File: config.mk
export PLATFORM = sky130hd
export DESIGN_NAME = vrrq_ctrl
export DESIGN_NICKNAME = d
export VERILOG_FILES = /design/src/hw/rtl/vrrq_pkg.sv /design/src/hw/rtl/vrrq_ctrl.sv
export SDC_FILE = /design/constraint.sdc
export NUM_CORES = 1
export LEC_CHECK = 0
export BUFFER_PORTS_ARGS = -buffer_cell sky130_fd_sc_hd__buf_4
export CAP_MARGIN = 20
export CORE_AREA = 2 2 39 41
export CTS_CLUSTER_SIZE = 25
export DETAILED_ROUTE_END_ITERATION = 16
export DIE_AREA = 0 0 41 43
export PLACE_DENSITY = 0.71
export SETUP_SLACK_MARGIN = 0.1
export SLEW_MARGIN = 30
export SYNTH_ARGS = -nofsm -noshare
export SYNTH_HDL_FRONTEND = slang
export SYNTH_SLANG_ARGS = --single-unit
File: constraint.sdc
create_clock -name clock -period 2 [get_ports clock]
set_clock_uncertainty 0.15 [all_clocks]
set_input_delay 0.4 -clock clock [delete_from_list [all_inputs] [get_ports clock]]
set_output_delay 0.4 -clock clock [all_outputs]
set_load 0.1 [all_outputs]
File: src/hw/rtl/vrrq_pkg.sv
package vrrq_pkg;

   localparam int CAP_BYTES_DEF     = 4096;
   localparam int MAX_MSG_BYTES_DEF = 512;
   localparam int MAX_READ_DEF      = 16;

   localparam int HDR_BYTES = 8;
   localparam logic [31:0] PAD_TYPE = 32'hFFFF_FFFF;

   localparam logic [2:0] KIND_CLAIM   = 3'd0;
   localparam logic [2:0] KIND_STORE   = 3'd1;
   localparam logic [2:0] KIND_COMMIT  = 3'd2;
   localparam logic [2:0] KIND_ABORT   = 3'd3;
   localparam logic [2:0] KIND_READ    = 3'd4;
   localparam logic [2:0] KIND_UNBLOCK = 3'd5;
   localparam logic [2:0] KIND_LOAD    = 3'd6;

   localparam logic [1:0] ST_OK    = 2'd0;
   localparam logic [1:0] ST_ERROR = 2'd1;
   localparam logic [1:0] ST_FULL  = 2'd2;
   localparam logic [1:0] ST_EMPTY = 2'd3;

   typedef enum logic [3:0] {
      CMD_NONE,
      CMD_CLEAR,
      CMD_LATCH,
      CMD_DISPATCH,
      CMD_CLAIM_PAD,
      CMD_CLAIM_HDR,
      CMD_LOAD_OUT,
      CMD_PUB_WR,
      CMD_UB_HEAD,
      CMD_UB_SCAN,
      CMD_RD_CHK,
      CMD_RD_END,
      CMD_RD_ZERO
   } cmd_type;

   typedef struct packed {
      logic [2:0] kind;
      logic       clr_last;
      logic       claim_go;
      logic       claim_pad;
      logic       ld_ok;
      logic       pub_ok;
      logic       ub_empty;
      logic       hdr_neg;
      logic       hdr_zero;
      logic       scan_go;
      logic       rd_go;
      logic       rd_stop;
      logic       zero_any;
      logic       zero_last;
   } sts_type;

endpackage

File: src/hw/rtl/vrrq_ctrl.sv
module vrrq_ctrl import vrrq_pkg::*; (
   input  logic    clock,
   input  logic    reset,
   input  logic    start,
   input  sts_type sts,
   output cmd_type cmd,
   output logic    busy
);

   typedef enum logic [3:0] {
      S_CLEAR, S_IDLE, S_DISPATCH, S_CLAIM_PAD, S_CLAIM_HDR, S_LOAD_OUT,
      S_PUB_WR, S_UB_HEAD, S_UB_SCAN, S_RD_CHK, S_RD_END, S_RD_ZERO
   } state_type;

   state_type state_ff, state_in;

   always_comb begin
      state_in = state_ff;
      cmd      = CMD_NONE;
      case (state_ff)
         S_CLEAR: begin
            cmd = CMD_CLEAR;
            if (sts.clr_last) state_in = S_IDLE;
         end
         S_IDLE: begin
            if (start) begin
               cmd      = CMD_LATCH;
               state_in = S_DISPATCH;
            end
         end
         S_DISPATCH: begin
            cmd      = CMD_DISPATCH;
            state_in = S_IDLE;
            case (sts.kind)
               KIND_CLAIM:
                  if (sts.claim_go) state_in = sts.claim_pad ? S_CLAIM_PAD : S_CLAIM_HDR;
               KIND_COMMIT, KIND_ABORT:
                  if (sts.pub_ok) state_in = S_PUB_WR;
               KIND_READ:
                  state_in = sts.rd_go ? S_RD_CHK : S_RD_END;
               KIND_UNBLOCK:
                  if (!sts.ub_empty) state_in = S_UB_HEAD;
               KIND_LOAD:
                  if (sts.ld_ok) state_in = S_LOAD_OUT;
               default: state_in = S_IDLE;
            endcase
         end
         S_CLAIM_PAD: begin
            cmd      = CMD_CLAIM_PAD;
            state_in = S_CLAIM_HDR;
         end
         S_CLAIM_HDR: begin
            cmd      = CMD_CLAIM_HDR;
            state_in = S_IDLE;
         end
         S_LOAD_OUT: begin
            cmd      = CMD_LOAD_OUT;
            state_in = S_IDLE;
         end
         S_PUB_WR: begin
            cmd      = CMD_PUB_WR;
            state_in = S_IDLE;
         end
         S_UB_HEAD: begin
            cmd      = CMD_UB_HEAD;
            state_in = (!sts.hdr_neg && sts.hdr_zero && sts.scan_go) ? S_UB_SCAN : S_IDLE;
         end
         S_UB_SCAN: begin
            cmd      = CMD_UB_SCAN;
            state_in = (sts.hdr_zero && sts.scan_go) ? S_UB_SCAN : S_IDLE;
         end
         S_RD_CHK: begin
            cmd      = CMD_RD_CHK;
            state_in = sts.rd_go ? S_RD_CHK : S_RD_END;
         end
         S_RD_END: begin
            cmd      = CMD_RD_END;
            state_in = sts.zero_any ? S_RD_ZERO : S_IDLE;
         end
         S_RD_ZERO: begin
            cmd = CMD_RD_ZERO;
            if (sts.zero_last) state_in = S_IDLE;
         end
         default: state_in = S_IDLE;
      endcase
   end

   always_ff @(posedge clock) begin
      if (reset) state_ff <= S_CLEAR;
      else       state_ff <= state_in;
   end

   assign busy = (state_ff != S_IDLE);

endmodule

==> impl_metrics.tcl, run 1 <==
set metrics [dict create \
    synth_top_family_by_area "compound AO/OA/AOI/OAI gates" \
    synthXorXnorAreaFrac 0.0161 \
    grt_util_met2 0.266 \
    wl_per_cell_um 12.2 \
    synthesis.area_um2 546 \
    worstPathRequired_ps 1450 \
    critPathKind "reg2out" \
    dp_hpwl_mm 1.12 \
    clkSinkCount 4 \
    die_w_um 41 \
    synth_area_leader_cell "dfxtp_1" \
    seqCellArea_um2 92.6 \
    ys_types 34 \
    worstSetupEndpointType "primary output" \
    post-route-cell-area_um2 885 \
    grt.met1_usage 0.228 \
    largest_reg_flops 4 \
    coreArea_mm2 0.00138 \
    netlist.area_leader.share 0.147 \
    clock.fmax_mhz 527 \
    ys.flop_type "dfxtp_1" \
    layout-drive-gt1-share 0.514 \
    firstDrtPassIters 4 \
    clk_latency_ps 240 \
    final.period_utilization 0.949 \
    grt_pass1_vias 534 \
    clk_pin_slew_worst_paths_ps 40 \
    antenna_cells 0 \
    place_area_um2 754 \
    rows 14 \
    grt_remaining_overflow 0 \
    yosys_warnings 0 \
    critical_path_arrival_ps 1350 \
    async_reset_ff_frac 0 \
    vdd_ir_drop_max_v 0.000369 \
    die_area_mm2 0.00176 \
    synth_edf_count 0 \
    status "complete, no violations" \
    synth_compound_area_frac 0.394 \
    relSlewSlack 0.802 \
    grt_antenna_before_repair 0 \
    cts_hold_buf 0 \
    cts_tree "built" \
    worstMarginPinSlew_ps 297 \
    hold_viol 0 \
    yosys.area_share.simple 0.284 \
    regMostFlops "state_ff" \
    start_util 0.394 \
    synth_mux_area_frac 0.0183 \
    critPathMaxFanout 5 \
    multi_input_area_um2 428 \
    clockBufferDepth 2 \
    synth_seq_cells 4 \
    nets 130 \
    cts_buffers 3 \
    ios 24 \
    grt_max_degree 12 \
    finalSetupViolations 0 \
    postRouteAntennaNets 0 \
    drc 0 \
    vias 688 \
    ys_seq_area_frac 0.147 \
    min_path_type "in2reg" \
    holdWs_ps 188 \
    grt_util_met3 0.0681 \
    die_height_um 43 \
    drt_wl_total_mm 1.53 \
    synthesis.nets 96 \
    gp_congestion 0.750 \
    finalSetupTns_ps 0 \
    grt.total_usage 0.173 \
    synthToLayoutAreaGrowth_pct 62.2 \
    ys_top_cells_by_area "dfxtp_1 (15%), a21oi_1 (9.2%), buf_6 (8.3%)" \
    final_max_slew_viol_count 0 \
    p_per_area_mw_per_mm2 404 \
    final_util 0.639 \
    synthAdderAreaFrac 0 \
    fillers 142 \
    drt_iter0_drc 9 \
    p_leak_nw 0.375 \
    htreeDepth 1 \
    postSynthAreaPerCell_um2 7.08 \
    grt_pass1_wl_mm 2.16 \
    portBuffers 22 \
    start_kind "register" \
    cts_root_buf "clkbuf_4" \
    grt.busiest_layer "met2" \
    vias_per_cell 5.50 \
    maxCapViolCount 0 \
    synthCells 77 \
    layout_min_cycle_time_ps 1900 \
    top_regs "state_ff x4" \
    rsz0062_at_grt "yes" \
]
[cells by family (layout without fill, tap and decap cells)]
family | count (synthesis) | in the layout
compound gates | 31 | 31
xor+xnor | 1 | 1
buf+inv | 12 | 44
flops | 4 | 4
mux | 1 | 1
simple gates | 28 | 28
[repair_timing]
| item | CTS | global route |
|---|---|---|
| pin swaps | 2 | 3 |
| setup buffers | 1 | 7 |
| resized for setup | 15 | 1 |
| endpoints found under the setup margin | 4 | 3 |
[cell type report]
| type | instances | share of cell area |
|---|---|---|
| inverters | 5 | 0.0255 |
| multi-input cells | 61 | 0.484 |
| flip-flops and latches | 4 | 0.105 |
| well taps | 16 | 0.0226 |
| clock buffers | 3 | 0.0255 |
| repair buffers | 36 | 0.338 |
[synthesized netlist by cell type (2+ instances only)]
cell and instances:
clkbuf_1 2, a221oi_1 2, nand3_1 4, nand2_1 7
nor2b_1 2, a21oi_1 10, nor2_1 6, a32oi_1 3
buf_6 4, inv_1 4, dfxtp_1 4, nor3_1 2
o21ai_0 6
[power breakdown]
part / internal (mW) / switching [mW] / total [mW] / leakage [nW]
combinational: 0.0697 / 0.0980 / 0.168 / 0.326
sequential: 0.0808 / 0.00572 / 0.0866 / 0.0352
clock: 0.0673 / 0.0358 / 0.103 / 0.0138
[cells in the final DEF, fill, tap and decap left out, drive strengths merged, types with 3 or more instances in the layout]
master  synthesis  final
a221oi          3      3
dfxtp           4      4
o21ai           7      7
clkbuf          2      3
nand2           8      8
nand3           4      4
nor2            6      6
a32oi           3      3
inv             5      4
a21oi          10     10
buf             5     36
[worst max-delay path, stage by stage (launching register included)]
cell     delay (ps)
dfxtp_4         380
nand2_4          50
or3_4           400
o21ai_4          80
buf_12          190
[through the flow]
step                power [mW]  std cells  setup slack (ps)
floorplan                0.196         77              -255
global placement         0.243        114               113
detailed placement       0.244        114               117
CTS                      0.353        118              88.3
global route             0.380        125              72.3
finish                   0.357        125               102
[per-layer routing]
layer,part of all wire,up-vias
met5,0,-
met4,0,0
met3,0.052,0
met2,0.49,22
met1,0.46,315
li1,-,351
[path summary, 6_finish.rpt]
| path | from | to | slack (ps) | cells after the start |
|---|---|---|---|---|
| worst max register to register | state_ff[0] | state_ff[0] | 280 | 6 |
| worst min-delay path | reset | state_ff[0] | 190 | 2 |
| worst max-delay path | state_ff[0] | cmd[3] | 100 | 4 |
| worst min register to register | state_ff[2] | state_ff[3] | 440 | 3 |
(Power assumes the default switching activity.)
==> run 2: changes to the inputs <==
--- a/config.mk
+++ b/config.mk
@@ -5,13 +5,12 @@
 export SDC_FILE = /design/constraint.sdc
 export NUM_CORES = 1
 export LEC_CHECK = 0
-export BUFFER_PORTS_ARGS = -buffer_cell sky130_fd_sc_hd__buf_4
 export CAP_MARGIN = 20
 export CORE_AREA = 2 2 39 41
 export CTS_CLUSTER_SIZE = 25
 export DETAILED_ROUTE_END_ITERATION = 16
 export DIE_AREA = 0 0 41 43
-export PLACE_DENSITY = 0.71
+export DONT_BUFFER_PORTS = 1
 export SETUP_SLACK_MARGIN = 0.1
 export SLEW_MARGIN = 30
 export SYNTH_ARGS = -nofsm -noshare
==> run 2 against run 1 <==
Setup slack better by 15 ps. Worst hold slack got worse by 120 ps. Combinational power down 13%. First-iteration DRC count did not move. Largest power group unchanged. Die area is the same. Clock power is 4% lower. Sequential share of layout area grew 2.2 points.
==> impl_metrics.tcl, run 2 (synthesis results as in run 1) <==
set metrics [dict create \
    htreeDepth 1 \
    postRouteAntennaNets 0 \
    grt_util_met2 0.334 \
    r2r_slack_ps 300 \
    drt_wl_total_mm 1.50 \
    final.period_utilization 0.941 \
    p_per_area_mw_per_mm2 437 \
    finalSetupViolations 0 \
    rsz0062_at_grt "yes" \
    min_path_type "in2reg" \
    critPathMaxFanout 5 \
    critical_path_arrival_ps 1330 \
    ios 24 \
    grt_util_met3 0.0419 \
    reg2reg_from "state_ff[0]" \
    clk_latency_ps 230 \
    vdd_ir_drop_max_v 0.000294 \
    vias_per_cell 5.98 \
    regMostFlops "state_ff" \
    fillers 140 \
    die_area_mm2 0.00176 \
    drc 0 \
    rows 14 \
    nets 109 \
    grt_pass1_wl_mm 2.34 \
    ff2ff_path_depth 7 \
    hold_viol 0 \
    grt_pass1_vias 564 \
    grt_remaining_overflow 0 \
    worstSetupEndpointType "primary output" \
    die_w_um 41 \
    status "complete, no violations" \
    synthToLayoutAreaGrowth_pct 38.1 \
    critPathKind "reg2out" \
    clockBufferDepth 2 \
    seqCellArea_um2 95.1 \
    worstPathRequired_ps 1450 \
    cts_root_buf "clkbuf_4" \
    cts_tree "built" \
    layout-drive-gt1-share 0.409 \
    dp_hpwl_mm 1.10 \
    timing.rr.end "state_ff[0]" \
    setup_slack_ps 118 \
    grt_antenna_before_repair 0 \
    holdWs_ps 68.1 \
    grt_max_degree 12 \
    firstDrtPassIters 5 \
    drt_iter0_drc 9 \
    wl_per_cell_um 14.5 \
    post-route-cell-area_um2 753 \
    vias 622 \
    antenna_cells 0 \
    critPathLaunch "state_ff[2]" \
    gp_congestion 0.807 \
    layout_min_cycle_time_ps 1880 \
    cts_hold_buf 0 \
    clock.fmax_mhz 531 \
    largest_reg_flops 4 \
    worstMarginPinSlew_ps 693 \
    coreArea_mm2 0.00138 \
    multi_input_area_um2 430 \
    relSlewSlack 0.536 \
    p_leak_nw 0.284 \
    final_util 0.544 \
    grt.total_usage 0.193 \
    top_regs "state_ff x4" \
    place_area_um2 649 \
    cts_buffers 3 \
    die_height_um 43 \
    dpl_worst_slack_ps 171 \
    grt.busiest_layer "met2" \
    maxCapViolCount 0 \
    start_kind "register" \
    final_common_cell "buf_4" \
    clk_pin_slew_worst_paths_ps 40 \
    start_util 0.394 \
    final_max_slew_viol_count 0 \
    grt.met1_usage 0.219 \
    portBuffers 0 \
    crit_end "cmd[3]" \
    mostFrequentLayoutCells "buf_4 (11), a21oi_1 (9), nand2_1 (6), nor2_1 (5)" \
    clkSinkCount 4 \
]
## run 2: cell count changes in the layout (fill, tap and decap cells not counted), sizes merged
cell / change
buf: -21
## run 2: worst min-delay path by stage
stage / start / to / slack [ps] / cells past startpoint
after floorplan: reset / state_ff[0] / 320 / 1
after global placement: reset / state_ff[0] / 320 / 1
after detailed placement: reset / state_ff[0] / 320 / 1
after CTS: reset / state_ff[0] / 60 / 1
after global routing: reset / state_ff[0] / 60 / 1
final: reset / state_ff[0] / 70 / 1
## run 2: timing repair
| item | CTS | global route |
|---|---|---|
| setup endpoints to repair | 3 | 3 |
| gates resized for setup | 8 | 3 |
| pin swaps | 3 | 3 |
| endpoints found under the hold margin | 0 | 0 |
| buffers inserted | 5 | 1 |
## run 2: metrics by stage
step	instances	power, mW	setup TNS [ps]
after floorplan	77	0.196	-255
after global placement	95	0.221	0
after detailed placement	95	0.223	0
after CTS	103	0.333	0
after global routing	104	0.349	0
final	104	0.329	0
## run 2: critical path, stage by stage (launching register included)
cell	delay (ps)
dfxtp_4	370
inv_2	60
or3_4	400
o21ai_4	270
## run 2: cell type report
| class | count | share of cell area |
|---|---|---|
| Clock buffer | 3 | 0.0299 |
| Inverter | 5 | 0.0299 |
| Sequential cell | 4 | 0.126 |
| Tap cell | 16 | 0.0266 |
| Timing Repair Buffer | 15 | 0.216 |
| Multi-Input combinational cell | 61 | 0.571 |
## run 2: power by group
| part | internal (mW) | switching, mW | total, mW |
|---|---|---|---|
| combinational | 0.0592 | 0.0872 | 0.146 |
| sequential | 0.0796 | 0.00421 | 0.0838 |
| clock | 0.0670 | 0.0317 | 0.0988 |
## run 2: routing by layer
layer | vias up | share of wire | routed length [um]
met3 | 4 | 0.064 | 97
met5 | - | 0 | 0
li1 | 309 | - | -
met2 | 28 | 0.53 | 800
met4 | 0 | 0.0093 | 14
met1 | 281 | 0.39 | 592
==> run 3: changes to the inputs <==
==> constraint.sdc (replaced) <==
create_clock -name clock -period 1.7 [get_ports clock]
set_clock_uncertainty 0.15 [all_clocks]
set_input_delay 0.34 -clock clock [delete_from_list [all_inputs] [get_ports clock]]
set_output_delay 0.34 -clock clock [all_outputs]
set_load 0.1 [all_outputs]
==> run 3 against run 2 <==
Design area up 11%. Clock power rose by 20%. Combinational power up 21%. Non-clock buffer count increased by 3. Register-to-register slack got worse by 260 ps. Critical path type unchanged. Critical path depth rose by 1. Die area is the same. The flow now finishes with violations (negative setup slack). Worst hold slack lost 52 ps. Global-route usage is 0.40 points higher.
==> impl_metrics.tcl, run 3 (synthesis results as in run 1) <==
set metrics [dict create \
    layout_min_cycle_time_ps 1820 \
    die_area_mm2 0.00176 \
    setup_slack_ps -120 \
    start_kind "register" \
    grt_pass1_wl_mm 2.41 \
    wl_per_cell_um 13.6 \
    worstSetupEndpointType "primary output" \
    failed_checks "negative setup slack" \
    largest_reg_flops 4 \
    hp-start "reset" \
    layout-drive-gt1-share 0.451 \
    start_util 0.394 \
    status "finished with violations" \
    vias_per_cell 5.91 \
    final_common_cell "buf_4" \
    rsz0062_at_grt "yes" \
    met1_length_um 579 \
    drc 0 \
    grt_max_degree 12 \
    worstMarginPinSlew_ps 289 \
    maxCapViolCount 0 \
    htreeDepth 1 \
    min_path_type "in2reg" \
    die_w_um 41 \
    portBuffers 0 \
    vias 632 \
    clk_pin_slew_worst_paths_ps 40 \
    relSlewSlack 0.807 \
    clockBufferDepth 2 \
    fillers 125 \
    cts_root_buf "clkbuf_4" \
    antenna_cells 0 \
    critPathMaxFanout 5 \
    drt_wl_total_mm 1.46 \
    grt_antenna_before_repair 0 \
    grt_pass1_vias 623 \
    grt.total_usage 0.197 \
    clock.fmax_mhz 550 \
    critical_path_arrival_ps 1330 \
    postRouteAntennaNets 0 \
    finalSetupViolations 3 \
    grt_remaining_overflow 0 \
    coreArea_mm2 0.00138 \
    clk_latency_ps 240 \
    critPathKind "reg2out" \
    firstDrtPassIters 4 \
    p_per_area_mw_per_mm2 470 \
    wl_met2_um 807 \
    ios 24 \
    cts_buffers 3 \
    mostFrequentLayoutCells "buf_4 (10), a21oi_1 (9), nand2_1 (6), nor2_1 (5), buf_12 (5)" \
    critPathLaunch "state_ff[1]" \
    p_leak_nw 0.314 \
    final.period_utilization 1.07 \
    clkSinkCount 4 \
    nets 112 \
    reg2reg_from "state_ff[3]" \
    final_util 0.606 \
    final_max_slew_viol_count 0 \
    regMostFlops "state_ff" \
    holdWs_ps 16.2 \
    die_height_um 43 \
    route.top_layer_used "met3" \
    rows 14 \
    hold_viol 0 \
    drt_iter0_drc 22 \
    synthToLayoutAreaGrowth_pct 53.7 \
    worstPathRequired_ps 1210 \
    dp_hpwl_mm 1.11 \
    vdd_ir_drop_max_v 0.000319 \
    wl_met3_um 69 \
    top_regs "state_ff x4" \
    gp_congestion 0.861 \
    cts_tree "built" \
]
==> run 3: cell types whose count changed in the layout (fill, tap and decap cells not counted), sizes merged <==
cell         before  now
dlygate4sd3       0    1
buf              15   17
==> run 3: worst max-delay path: stages, from the launching register on <==
cell     delay, ps
dfxtp_4        370
nand2_4         50
or3_4          400
o21ai_4         80
buf_12         190
==> run 3: through the flow <==
step / setup WS [ps] / power [mW] / instance area, um^2 / setup TNS [ps] / std cells
finish: -120 / 0.394 / 838 / -306 / 107
global route: -159 / 0.416 / 838 / -604 / 107
CTS: -123 / 0.393 / 820 / -315 / 106
detailed placement: 14.4 / 0.270 / 698 / 0 / 98
global placement: 43.0 / 0.269 / 698 / 0 / 98
floorplan: -373 / 0.231 / 583 / -840 / 77
==> run 3: routing by layer <==
metal | global-route usage | up-vias
li1 | - | 319
met1 | 0.219 | 286
met2 | 0.322 | 27
met3 | 0.0419 | 0
met4 | 0.113 | 0
met5 | 0 | -
==> run 3: final timing paths <==
kind | end | slack, ps | cells after the start
worst max register to register | state_ff[3] | 40 | 7
worst min-delay path | state_ff[2] | 20 | 1
worst max-delay path | cmd[3] | -120 | 4
worst min register to register | state_ff[3] | 470 | 3
==> run 3: final cells by class <==
cell class | count | area (um^2) | share of cell area
well taps | 16 | 20.0 | 0.0239
inverters | 5 | 22.5 | 0.0269
multi-input cells | 61 | 470 | 0.561
repair buffers | 18 | 208 | 0.248
clock buffers | 3 | 22.5 | 0.0269
flip-flops and latches | 4 | 95.1 | 0.113
==> run 3: power breakdown <==
group / leakage, nW / internal (mW) / switching, mW
Sequential: 0.0355 / 0.0936 / 0.00540
Combinational: 0.264 / 0.0716 / 0.105
Clock: 0.0138 / 0.0790 / 0.0399
==> run 3: timing repair <==
item                                    4_1_cts  5_1_grt
endpoints found under the setup margin        6        7
endpoints found under the hold margin         0        1
resized for setup                            16        2
hold buffers                                  0        1
gates cloned                                  0        0
pin swaps                                     4        1
buffers inserted                              5        0
